### config.mk
export PLATFORM = sky130hd
export DESIGN_NAME = lps_ctrl
export DESIGN_NICKNAME = d
export VERILOG_FILES = /design/src/sv/lps_pkg.sv /design/src/sv/lps_ctrl.sv
export SDC_FILE = /design/constraint.sdc
export NUM_CORES = 1
export LEC_CHECK = 0
export BUFFER_PORTS_ARGS = -buffer_cell sky130_fd_sc_hd__buf_2
export CAP_MARGIN = 20
export CORE_AREA = 2 2 39 41
export DETAILED_ROUTE_END_ITERATION = 8
export DIE_AREA = 0 0 41 43
export GPL_TIMING_DRIVEN = 1
export PLACE_DENSITY_LB_ADDON = 0.1
export SKIP_CTS_REPAIR_TIMING = 1
export SLEW_MARGIN = 20
export SYNTH_ARGS = -nofsm -noshare
export SYNTH_HDL_FRONTEND = slang
export SYNTH_SLANG_ARGS = --single-unit
### constraint.sdc
create_clock -name clk -period 1.8 [get_ports clk]
set_clock_uncertainty 0.2 [all_clocks]
set_input_delay 0.18 -clock clk [delete_from_list [all_inputs] [get_ports clk]]
set_output_delay 0.18 -clock clk [all_outputs]
set_load 0.02 [all_outputs]
### src/sv/lps_pkg.sv
// ---------------------------------------------------------------------------
// Linear prime sieve package
// Shared constants, controller states and the command and status bundles.
// ---------------------------------------------------------------------------
package lps_pkg;

  localparam int MAX_LIMIT_DEF   = 16384;
  localparam int PRIME_SLOTS_DEF = 2048;
  localparam int LIMIT_W         = 15;
  localparam int PRIME_W         = 14;
  localparam int FIRST_CANDIDATE = 2;
  localparam logic [LIMIT_W-1:0] LIMIT_RESET = 15'd10000;

  typedef enum logic [3:0] {
    ST_CLEAR,
    ST_IDLE,
    ST_TEST,
    ST_MAP,
    ST_QRD,
    ST_QWAIT,
    ST_MUL,
    ST_DIV,
    ST_NEXT,
    ST_DONE
  } state_t;

  typedef struct packed {
    logic clr_step;
    logic eng_init;
    logic got_clr;
    logic map_rd;
    logic append;
    logic k_clr;
    logic k_inc;
    logic q_rd;
    logic mul;
    logic mark;
    logic cand_inc;
    logic out_load;
  } cmd_t;

  typedef struct packed {
    logic clr_last;
    logic cand_ge_limit;
    logic map_bit;
    logic list_full;
    logic count_zero;
    logic prod_ge_limit;
    logic div_done;
    logic div_zero;
    logic k_last;
    logic got;
    logic out_free;
  } status_t;

endpackage

### src/sv/lps_ctrl.sv
// ---------------------------------------------------------------------------
// Sieve controller
// Sequences clearing, candidate tests, marking and result delivery.
// ---------------------------------------------------------------------------
module lps_ctrl (
  input  logic             clk,
  input  logic             rst,
  input  logic             req_valid,
  input  logic             req_restart,
  output logic             req_ready,
  input  lps_pkg::status_t st,
  output lps_pkg::cmd_t    cmd
);

  lps_pkg::state_t state;
  lps_pkg::state_t state_next;
  logic            pend;
  logic            pend_next;

  always_ff @(posedge clk) begin
    if (rst) begin
      state <= lps_pkg::ST_CLEAR;
      pend  <= 1'b0;
    end else begin
      state <= state_next;
      pend  <= pend_next;
    end
  end

  always_comb begin
    state_next = state;
    pend_next  = pend;
    case (state)
      lps_pkg::ST_CLEAR: begin
        if (st.clr_last) begin
          state_next = pend ? lps_pkg::ST_TEST : lps_pkg::ST_IDLE;
          pend_next  = 1'b0;
        end
      end
      lps_pkg::ST_IDLE: begin
        if (req_valid) begin
          if (req_restart) begin
            state_next = lps_pkg::ST_CLEAR;
            pend_next  = 1'b1;
          end else begin
            state_next = lps_pkg::ST_TEST;
          end
        end
      end
      lps_pkg::ST_TEST: begin
        state_next = st.cand_ge_limit ? lps_pkg::ST_DONE : lps_pkg::ST_MAP;
      end
      lps_pkg::ST_MAP: begin
        if (!st.map_bit) begin
          state_next = st.list_full ? lps_pkg::ST_DONE : lps_pkg::ST_QRD;
        end else begin
          state_next = st.count_zero ? lps_pkg::ST_NEXT : lps_pkg::ST_QRD;
        end
      end
      lps_pkg::ST_QRD: begin
        state_next = lps_pkg::ST_QWAIT;
      end
      lps_pkg::ST_QWAIT: begin
        state_next = lps_pkg::ST_MUL;
      end
      lps_pkg::ST_MUL: begin
        state_next = st.prod_ge_limit ? lps_pkg::ST_NEXT : lps_pkg::ST_DIV;
      end
      lps_pkg::ST_DIV: begin
        if (st.div_done) begin
          state_next = (st.div_zero || st.k_last) ? lps_pkg::ST_NEXT : lps_pkg::ST_QRD;
        end
      end
      lps_pkg::ST_NEXT: begin
        state_next = st.got ? lps_pkg::ST_DONE : lps_pkg::ST_TEST;
      end
      lps_pkg::ST_DONE: begin
        if (st.out_free) begin
          state_next = lps_pkg::ST_IDLE;
        end
      end
      default: begin
        state_next = lps_pkg::ST_IDLE;
      end
    endcase
  end

  always_comb begin
    cmd       = '0;
    req_ready = 1'b0;
    case (state)
      lps_pkg::ST_CLEAR: begin
        cmd.clr_step = 1'b1;
      end
      lps_pkg::ST_IDLE: begin
        req_ready = 1'b1;
        if (req_valid) begin
          cmd.got_clr  = 1'b1;
          cmd.eng_init = req_restart;
        end
      end
      lps_pkg::ST_TEST: begin
        cmd.map_rd = !st.cand_ge_limit;
      end
      lps_pkg::ST_MAP: begin
        cmd.append = !st.map_bit && !st.list_full;
        cmd.k_clr  = 1'b1;
      end
      lps_pkg::ST_QRD: begin
        cmd.q_rd = 1'b1;
      end
      lps_pkg::ST_QWAIT: begin
        cmd.mul = 1'b1;
      end
      lps_pkg::ST_MUL: begin
        cmd.mark = !st.prod_ge_limit;
      end
      lps_pkg::ST_DIV: begin
        cmd.k_inc = st.div_done && !st.div_zero && !st.k_last;
      end
      lps_pkg::ST_NEXT: begin
        cmd.cand_inc = 1'b1;
      end
      lps_pkg::ST_DONE: begin
        cmd.out_load = st.out_free;
      end
      default: begin
        cmd = '0;
      end
    endcase
  end

endmodule

==> flow_metrics.py, run 1 <==
metrics = {
    "die": {
        "initial_utilization": 0.4087,
        "die_x_um": 41,
        "die-area_um2": 1763,
        "dieHeight_um": 43,
        "number_of_top_level_design_ports": 28,
        "num_rows": 14,
        "floorplan.core_area_um2": 1384,
    },
    "clock_network": {
        "clkSinkCount": 5,
        "worst_skew_pair.late_latency_ns": 0.24,
        "cts_tree": "yes",
        "htree_levels": 1,
        "numCtsBuffers": 3,
        "clk_pin_slew_worst_paths_ns": 0.05,
        "max-clock-path-buffers": 2,
        "clock_tree.root_cell": "sky130_fd_sc_hd__clkbuf_4",
    },
    "synthesis": {
        "synthDistinctLibCells": 38,
        "yosys.area.top_type_share": 0.1770,
        "synth.ff_latch_count": 5,
        "synth_adder_area_share": 0,
        "syn_avg_cell_area_um2": 7.541,
        "number_of_enable_flip_flop_cells_after_synthesis": 0,
        "dominant_combinational_cell_family_by_area_after_synthesis": "simple AND/OR/NAND/NOR gates",
        "synth.yosys.warnings": 0,
        "muxShareOfSynthArea": 0.01770,
        "synth.top_cells.by_area": "sky130_fd_sc_hd__dfxtp_1, sky130_fd_sc_hd__nor2_1, sky130_fd_sc_hd__nor3_1",
        "ys_seq_area_frac": 0.1770,
        "syn-cell-area_um2": 565.5,
        "synthesis.nets": 90,
        "netlist.top_cell.by_area": "sky130_fd_sc_hd__dfxtp_1",
        "synth-simple-area-share": 0.4049,
        "ys_dominant_reg_cell": "sky130_fd_sc_hd__dfxtp_1",
        "synth-async-reset-ratio": 0,
        "post_synthesis_cells": 75,
        "synth_compound_gate_area_share": 0.3075,
        "synth_xor_xnor_area_share": 0,
    },
    "power": {
        "vdd_drop_max_v": 0.0002652,
        "post-layout-total-power_mw": 0.4464,
        "cellPowerDensity_nw_per_um2": 568.1,
        "leakage_nw": 0.3606,
    },
    "layout": {
        "finish.cell_count_without_fillers": 124,
        "areaGrowthSynthToFinish_pct": 38.94,
        "nNetsFinal": 124,
        "fraction_of_final_layout_cells_sized_beyond_drive_strength_1": 0.4444,
        "insertedDiodeCount": 0,
    },
    "worst_setup_path": {
        "critical_path.slowest_cell": "sky130_fd_sc_hd__dfxtp_4",
        "timing.critical_path.from_type": "register",
        "reg2regPathDepth": 4,
        "regToRegEndpoint": "state[0]",
        "timing.reg2reg.setup_slack_ns": 0.22,
        "worstPathArrival_ns": 1.37,
        "critPathLaunch": "state[2]",
        "critical_path.cell_chain": "or2_4 > nor4_1 > buf_2",
        "rr_startpoint": "state[2]",
        "critPathCaptureType": "output port",
        "cpPeakStageDelay_ns": 0.39,
        "required_ns": 1.42,
        "crit_fanout": 13,
        "critical_path.endpoint": "cmd[7]",
        "setup.worst_path.class": "reg -> out",
    },
    "timing": {
        "timing.final.setup_violations": 0,
        "worst_slew_pin_slew_ns": 0.4517,
        "final_hold_viol_count": 0,
        "final_period_minus_worst_setup_slack_ns": 1.746,
        "timing.setup.tns_ns": 0,
        "grt_setup_unrepaired": "false",
        "portion_of_the_clock_cycle_consumed_by_the_worst_path_in_the_final_layout": 0.9700,
        "max_slew_margin": 0.6911,
        "max_clock_freq_mhz": 572.7,
        "slew_violations": 0,
    },
    "routing": {
        "routed_via_density": 5.565,
        "drt_first_pass_iters": 4,
        "ant_nets_after_route": 0,
        "first_iter_violations": 9,
        "postRouteWirelength_mm": 1.601,
        "drc": 0,
        "vias": 690,
        "routed_wire_length_per_instance_um": 12.91,
    },
    "global_routing": {
        "antenna_found_initial": 0,
        "vias_in_the_first_global_route": 618,
        "total_grt_overflow": 0,
        "pin_count_of_the_biggest_net_entering_global_routing": 16,
        "global_route_wire_length_before_repair_mm": 2.497,
        "global_route.usage.total": 0.2075,
    },
    "placement": {
        "place_congestion": 0.8251,
        "placement.io_buffers": 27,
        "place.detailed.instances": 119,
        "place.detailed.hpwl_mm": 1.257,
    },
    "min_path": {
        "hp-class": "in -> reg",
    },
    "flow_run": {
        "max-cap-violations": 0,
    },
    "outcome": {
        "run_status": "completed",
    },
}
## critical path, delay by kind of cell, from the launching register on
family	cells	cell delay (ns)
and+or+nand+nor	2	0.53
DFF	1	0.39
buffers and inverters	1	0.21
## registers in the layout, indices dropped and copies added (netlist names)
name and flops:
state 4, pend 1
## worst min path at each step
stage	start	end	slack, ns	cells after the start
2_1_floorplan	rst	pend	0.05	1
3_3_place_gp	rst	pend	0.24	2
3_5_place_dp	rst	state[1]	0.24	2
4_1_cts	rst	state[1]	-0.01	2
5_1_grt	req_valid	pend	0.06	3
6_report	req_restart	pend	0.05	3
## power breakdown
part / total, mW / switching [mW] / internal [mW]
combinational: 0.175 / 0.0934 / 0.0820
clock: 0.132 / 0.0484 / 0.0840
sequential: 0.139 / 0.0203 / 0.118
total: 0.446 / 0.162 / 0.284
## area by class of cell
type                       instances  area [um^2]
fill                             143        598.1
multi-input combinational         62        422.9
clock buffer                       4        26.28
tap                               16        20.02
inverter                           2        7.507
timing repair buffer              35        200.2
sequential                         5        108.9
## cells by family (layout without fill, tap and decap cells)
family,Yosys count,in the layout
mux,1,1
buf+inv,8,41
compound gates,23,23
flops,5,5
simple gates,38,38
## cell usage in the layout (no fill, tap or decap), types with 2 or more instances in the layout
cell / instances
sky130_fd_sc_hd__a211oi_1: 3
sky130_fd_sc_hd__a21oi_1: 4
sky130_fd_sc_hd__and3_1: 2
sky130_fd_sc_hd__buf_2: 26
sky130_fd_sc_hd__buf_4: 8
sky130_fd_sc_hd__clkbuf_4: 3
sky130_fd_sc_hd__dfxtp_1: 2
sky130_fd_sc_hd__dfxtp_4: 2
sky130_fd_sc_hd__nand2_1: 3
sky130_fd_sc_hd__nand2b_1: 4
sky130_fd_sc_hd__nor2_1: 8
sky130_fd_sc_hd__nor2b_1: 3
sky130_fd_sc_hd__nor3_1: 6
sky130_fd_sc_hd__o21a_1: 2
sky130_fd_sc_hd__o21ai_1: 3
sky130_fd_sc_hd__o31ai_1: 2
## synthesized netlist by cell type (2+ instances only)
| library cell | count |
|---|---|
| sky130_fd_sc_hd__a211oi_1 | 3 |
| sky130_fd_sc_hd__a21oi_1 | 4 |
| sky130_fd_sc_hd__and3_1 | 2 |
| sky130_fd_sc_hd__buf_2 | 3 |
| sky130_fd_sc_hd__buf_6 | 2 |
| sky130_fd_sc_hd__dfxtp_1 | 5 |
| sky130_fd_sc_hd__nand2_1 | 3 |
| sky130_fd_sc_hd__nand2b_1 | 4 |
| sky130_fd_sc_hd__nor2_1 | 9 |
| sky130_fd_sc_hd__nor2b_1 | 3 |
| sky130_fd_sc_hd__nor3_1 | 6 |
| sky130_fd_sc_hd__o21a_1 | 2 |
| sky130_fd_sc_hd__o21ai_1 | 3 |
| sky130_fd_sc_hd__o31ai_1 | 2 |
## layer usage
layer,GRT usage,up-vias,wire length (um)
li1,-,351,-
met1,0.2565,311,686
met2,0.3406,28,809
met3,0.04712,0,105
met4,0.06000,0,0
met5,0,-,0
## per-stage QoR
step	setup slack (ns)	utilization	hold WS [ns]	cell area, um^2
floorplan	0.01679	-	0.05238	565.5
global placement	-0.01105	0.5262	0.2447	728.2
detailed placement	0.01173	0.5262	0.2432	728.2
CTS	-0.1670	0.5452	-0.01251	754.5
global route	0.002927	0.5678	0.06472	785.8
finish	0.05402	0.5678	0.05232	785.8
(Power assumes the default switching activity.)
==> inputs of run 2 (changes only) <==
Settings changed: CORE_AREA 2 2 39 41 to not set, CORE_UTILIZATION set to 39, DIE_AREA 0 0 41 43 to not set.
Clock period 1.8 ns to 1.5 ns, I/O delays scaled along.
==> flow_metrics.py, run 2 (same netlist as run 1, synthesis figures left out) <==
metrics = {
    "clock_network": {
        "htree_levels": 1,
        "numCtsBuffers": 3,
        "cts_tree": "yes",
        "worst_skew_pair.late_latency_ns": 0.25,
        "clock_tree.root_cell": "sky130_fd_sc_hd__clkbuf_4",
        "clkSinkCount": 5,
        "clk_pin_slew_worst_paths_ns": 0.05,
        "max-clock-path-buffers": 2,
    },
    "global_routing": {
        "global_route.usage.total": 0.2391,
        "vias_in_the_first_global_route": 635,
        "pin_count_of_the_biggest_net_entering_global_routing": 12,
        "antenna_found_initial": 0,
        "total_grt_overflow": 0,
        "global_route_wire_length_before_repair_mm": 2.573,
    },
    "timing": {
        "final_period_minus_worst_setup_slack_ns": 1.788,
        "portion_of_the_clock_cycle_consumed_by_the_worst_path_in_the_final_layout": 1.192,
        "max_slew_margin": 0.7016,
        "slew_violations": 0,
        "grt_setup_unrepaired": "true",
        "worst_slew_pin_slew_ns": 0.4475,
        "max_clock_freq_mhz": 559.3,
        "final_hold_viol_count": 0,
        "postLayoutSetupSlackWorst_ns": -0.2881,
        "timing.final.setup_violations": 18,
    },
    "layout": {
        "max_flop_register": "state",
        "largest_register_ffs": 4,
        "commonest_non_fill_non_tap_cells_in_the_layout": "sky130_fd_sc_hd__buf_4, sky130_fd_sc_hd__buf_6, sky130_fd_sc_hd__buf_2, sky130_fd_sc_hd__nor3_2, sky130_fd_sc_hd__nor2_1",
        "nNetsFinal": 153,
        "insertedDiodeCount": 0,
        "num-fill-cells": 24,
        "seqCellArea_um2": 112.6,
        "finalInstanceArea_um2": 1274,
        "layout.cells.most_common": "sky130_fd_sc_hd__buf_4",
        "areaGrowthSynthToFinish_pct": 125.2,
        "biggestRegsByFlops": "state (4), pend (1)",
        "multi_input_area_um2": 585.6,
        "fraction_of_final_layout_cells_sized_beyond_drive_strength_1": 0.7299,
    },
    "placement": {
        "place_congestion": 0.9049,
        "place.detailed.hpwl_mm": 1.348,
        "detailed_place.area_um2": 909.6,
        "placement.io_buffers": 27,
        "dpl_worst_slack_ns": -0.2379,
    },
    "worst_setup_path": {
        "setup.worst_path.class": "reg -> reg",
        "worstPathArrival_ns": 1.74,
        "critical_path.endpoint": "state[2]",
        "timing.critical_path.from_type": "register",
        "reg2regPathDepth": 5,
        "rr_startpoint": "state[0]",
        "timing.reg2reg.setup_slack_ns": -0.29,
        "required_ns": 1.45,
        "crit_fanout": 7,
        "regToRegEndpoint": "state[2]",
        "critPathCaptureType": "register",
        "critPathLaunch": "state[0]",
    },
    "power": {
        "p_clk_frac": 0.227,
        "vdd_drop_max_v": 0.0005546,
        "power_report.internal_total_mw": 0.4528,
        "leakage_nw": 0.5656,
        "switching_share": 0.3962,
        "part_of_the_power_in_registers": 0.219,
        "psw_mw": 0.2971,
        "cellPowerDensity_nw_per_um2": 588.8,
        "comb_power_share": 0.554,
    },
    "flow_run": {
        "max-cap-violations": 0,
    },
    "routing": {
        "ant_nets_after_route": 0,
        "first_iter_violations": 41,
        "vias": 972,
        "routed_wire_length_per_instance_um": 22.29,
        "routed_via_density": 6.395,
        "postRouteWirelength_mm": 3.388,
        "drt_first_pass_iters": 4,
        "drc": 0,
    },
    "die": {
        "die_x_um": 40.08,
        "floorplan.core_area_um2": 1318,
        "num_rows": 13,
        "dieHeight_um": 40.08,
        "die-area_um2": 1606,
        "number_of_top_level_design_ports": 28,
        "initial_utilization": 0.4292,
    },
    "outcome": {
        "failing_checks": "setup timing",
        "run_status": "finished, violations left",
    },
    "min_path": {
        "hold_path_depth": 4,
        "hp-class": "in -> reg",
    },
}
## run 2: changes by cell type in the layout (fill, tap and decap cells not counted), moves of 2 or more
cell / delta
sky130_fd_sc_hd__nor2b_4: +2
sky130_fd_sc_hd__nor2b_1: -2
sky130_fd_sc_hd__nor2_2: +2
sky130_fd_sc_hd__and3_1: -2
sky130_fd_sc_hd__nand2b_1: -2
sky130_fd_sc_hd__buf_2: -12
sky130_fd_sc_hd__buf_6: +20
sky130_fd_sc_hd__and3_4: +2
sky130_fd_sc_hd__nor2_1: -3
sky130_fd_sc_hd__nor3_2: +4
sky130_fd_sc_hd__nand2b_4: +2
sky130_fd_sc_hd__nor3_1: -5
sky130_fd_sc_hd__nor4_4: +2
sky130_fd_sc_hd__buf_4: +21
## run 2: worst min path at each step
| stage | to | from | slack, ns |
|---|---|---|---|
| after global placement | state[1] | rst | 0.21 |
| final | state[3] | st[0] | 0.08 |
| after global routing | state[3] | st[0] | 0.07 |
| after CTS | pend | rst | -0.05 |
| after detailed placement | state[1] | rst | 0.22 |
| after floorplan | state[1] | rst | 0.02 |
## run 2: critical path: stages (launching register included)
cell                       delay (ns)
sky130_fd_sc_hd__dfxtp_4         0.39
sky130_fd_sc_hd__buf_6           0.15
sky130_fd_sc_hd__o21a_1          0.18
sky130_fd_sc_hd__a221oi_2        0.37
sky130_fd_sc_hd__nand2_2         0.15
sky130_fd_sc_hd__o31ai_1         0.25
## run 2: power groups by stage
stage	clock (mW)	sequential [mW]	combinational, mW
2_1_floorplan	0	0.152	0.165
3_3_place_gp	0	0.165	0.245
3_5_place_dp	0	0.166	0.247
4_1_cts	0.171	0.163	0.248
5_1_grt	0.181	0.165	0.432
6_report	0.170	0.164	0.416
## run 2: per-stage QoR
step	cells	hold WS (ns)	total power, mW	setup TNS, ns	util
2_1_floorplan	75	0.01532	0.3170	-0.1025	-
3_3_place_gp	135	0.2110	0.4095	-0.6281	0.6904
3_5_place_dp	135	0.2168	0.4131	-0.8619	0.6904
4_1_cts	139	-0.04928	0.5822	-4.293	0.7104
5_1_grt	152	0.07294	0.7769	-3.848	0.9668
6_report	152	0.08227	0.7499	-3.233	0.9668
## run 2: per-layer routing
metal	share of wire	track usage	wire (um)
met3	0.12	0.06667	405
met5	0	0	0
met2	0.48	0.3871	1627
met1	0.35	0.2980	1196
met4	0.047	0.08621	159
## run 2: layout make-up
cell class / count / share of cell area
Multi-Input combinational cell: 62 / 0.4597
Timing Repair Buffer: 64 / 0.4106
Sequential cell: 5 / 0.08841
Clock buffer: 4 / 0.02063
Tap cell: 15 / 0.01473
Inverter: 2 / 0.005894
==> inputs of run 3 (changes only) <==
Settings changed: CORE_AREA set to 2 2 39 41, CORE_UTILIZATION 39 to not set, DIE_AREA set to 0 0 41 43, PLACE_DENSITY set to 0.81, PLACE_DENSITY_LB_ADDON 0.1 to not set.
Clock period 1.5 ns to 1.95 ns, I/O delays scaled along.
==> flow_metrics.py, run 3 (same netlist as run 1, synthesis figures left out) <==
metrics = {
    "outcome": {
        "run_status": "completed",
    },
    "layout": {
        "fin_util": 0.5307,
        "biggestRegsByFlops": "state (4), pend (1)",
        "commonest_non_fill_non_tap_cells_in_the_layout": "sky130_fd_sc_hd__buf_2, sky130_fd_sc_hd__nor2_1, sky130_fd_sc_hd__nor3_1, sky130_fd_sc_hd__nand2b_1, sky130_fd_sc_hd__a21oi_1",
        "finish.cell_count_without_fillers": 118,
        "nNetsFinal": 118,
        "largest_register_ffs": 4,
        "layout.cells.most_common": "sky130_fd_sc_hd__buf_2",
        "finalInstanceArea_um2": 734.5,
        "num-fill-cells": 137,
        "fraction_of_final_layout_cells_sized_beyond_drive_strength_1": 0.4216,
        "areaGrowthSynthToFinish_pct": 29.87,
        "max_flop_register": "state",
        "insertedDiodeCount": 0,
    },
    "timing": {
        "grt_setup_unrepaired": "false",
        "fin_hold_ws_ns": 0.006063,
        "worst_slew_pin_slew_ns": 0.4206,
        "slew_violations": 0,
        "portion_of_the_clock_cycle_consumed_by_the_worst_path_in_the_final_layout": 0.9495,
        "final_period_minus_worst_setup_slack_ns": 1.852,
        "timing.final.setup_violations": 0,
        "final_hold_viol_count": 0,
        "timing.setup.tns_ns": 0,
        "postLayoutSetupSlackWorst_ns": 0.09845,
        "max_slew_margin": 0.7124,
        "max_clock_freq_mhz": 540.1,
    },
    "worst_setup_path": {
        "crit_fanout": 18,
        "required_ns": 1.55,
        "worstPathArrival_ns": 1.46,
        "setup.worst_path.class": "reg -> out",
        "critPathCaptureType": "output port",
        "timing.critical_path.from_type": "register",
    },
    "clock_network": {
        "worst_skew_pair.late_latency_ns": 0.23,
        "clkSinkCount": 5,
        "max-clock-path-buffers": 2,
        "clock_tree.root_cell": "sky130_fd_sc_hd__clkbuf_4",
        "numCtsBuffers": 3,
        "htree_levels": 1,
        "clk_pin_slew_worst_paths_ns": 0.04,
        "cts_tree": "yes",
    },
    "power": {
        "cellPowerDensity_nw_per_um2": 530.2,
        "leakage_nw": 0.3306,
        "vdd_drop_max_v": 0.0003414,
        "post-layout-total-power_mw": 0.3894,
    },
    "routing": {
        "drt_first_pass_iters": 4,
        "vias": 707,
        "routed_via_density": 5.992,
        "ant_nets_after_route": 0,
        "first_iter_violations": 13,
        "postRouteWirelength_mm": 1.583,
        "drc": 0,
        "routed_wire_length_per_instance_um": 13.42,
    },
    "global_routing": {
        "vias_in_the_first_global_route": 564,
        "global_route.usage.total": 0.1847,
        "global_route_wire_length_before_repair_mm": 2.366,
        "total_grt_overflow": 0,
        "pin_count_of_the_biggest_net_entering_global_routing": 19,
        "antenna_found_initial": 0,
    },
    "die": {
        "initial_utilization": 0.4087,
        "number_of_top_level_design_ports": 28,
        "die_x_um": 41,
        "die-area_um2": 1763,
        "floorplan.core_area_um2": 1384,
        "dieHeight_um": 43,
        "num_rows": 14,
    },
    "placement": {
        "place.detailed.instances": 114,
        "detailed_place.area_um2": 690.7,
        "dpl_worst_slack_ns": 0.1418,
        "place_congestion": 0.8642,
        "placement.io_buffers": 27,
        "place.detailed.hpwl_mm": 1.152,
    },
    "min_path": {
        "hp-class": "in -> reg",
    },
    "flow_run": {
        "max-cap-violations": 0,
    },
}
run 3: changes by cell type in the layout (fill, tap and decap cells not counted), moves of 3 or more:
| cell | delta |
|---|---|
| sky130_fd_sc_hd__nor3_1 | +5 |
| sky130_fd_sc_hd__nor3_2 | -4 |
| sky130_fd_sc_hd__buf_6 | -20 |
| sky130_fd_sc_hd__buf_4 | -27 |
| sky130_fd_sc_hd__buf_2 | +13 |
| sky130_fd_sc_hd__dfxtp_4 | -3 |
| sky130_fd_sc_hd__nor2_1 | +3 |
run 3: area by class of cell:
cell class | instances | area (um^2) | area share
well taps | 16 | 20.02 | 0.02726
repair buffers | 29 | 150.1 | 0.2044
inverters | 2 | 7.507 | 0.01022
clock buffers | 4 | 26.28 | 0.03578
flip-flops and latches | 5 | 103.9 | 0.1414
multi-input cells | 62 | 426.7 | 0.5809
run 3: path summary, 6_finish.rpt:
check                 from  endpoint  slack (ns)  cells after the start
setup reg to reg  state[3]  state[3]        0.25                      4
hold reg to reg       pend      pend        0.34                      2
setup / recovery  state[0]    cmd[0]         0.1                      3
hold / removal         rst  state[1]       0.006                      2
run 3: metal layers:
layer,global-route usage,up-vias,share of wire
li1,-,335,-
met1,0.2797,326,0.43
met2,0.2656,42,0.48
met3,0.03141,4,0.077
met4,0.04000,0,0.013
met5,0,-,0
run 3: where the power goes:
part	internal (mW)	switching, mW
registers	0.110	0.0246
logic	0.0611	0.0781
clock network	0.0771	0.0384
run 3: critical path: stages, from the launching register on:
cell and delay, ns:
sky130_fd_sc_hd__dfxtp_2 0.52, sky130_fd_sc_hd__nor2b_1 0.30, sky130_fd_sc_hd__and4b_1 0.23, sky130_fd_sc_hd__buf_2 0.16
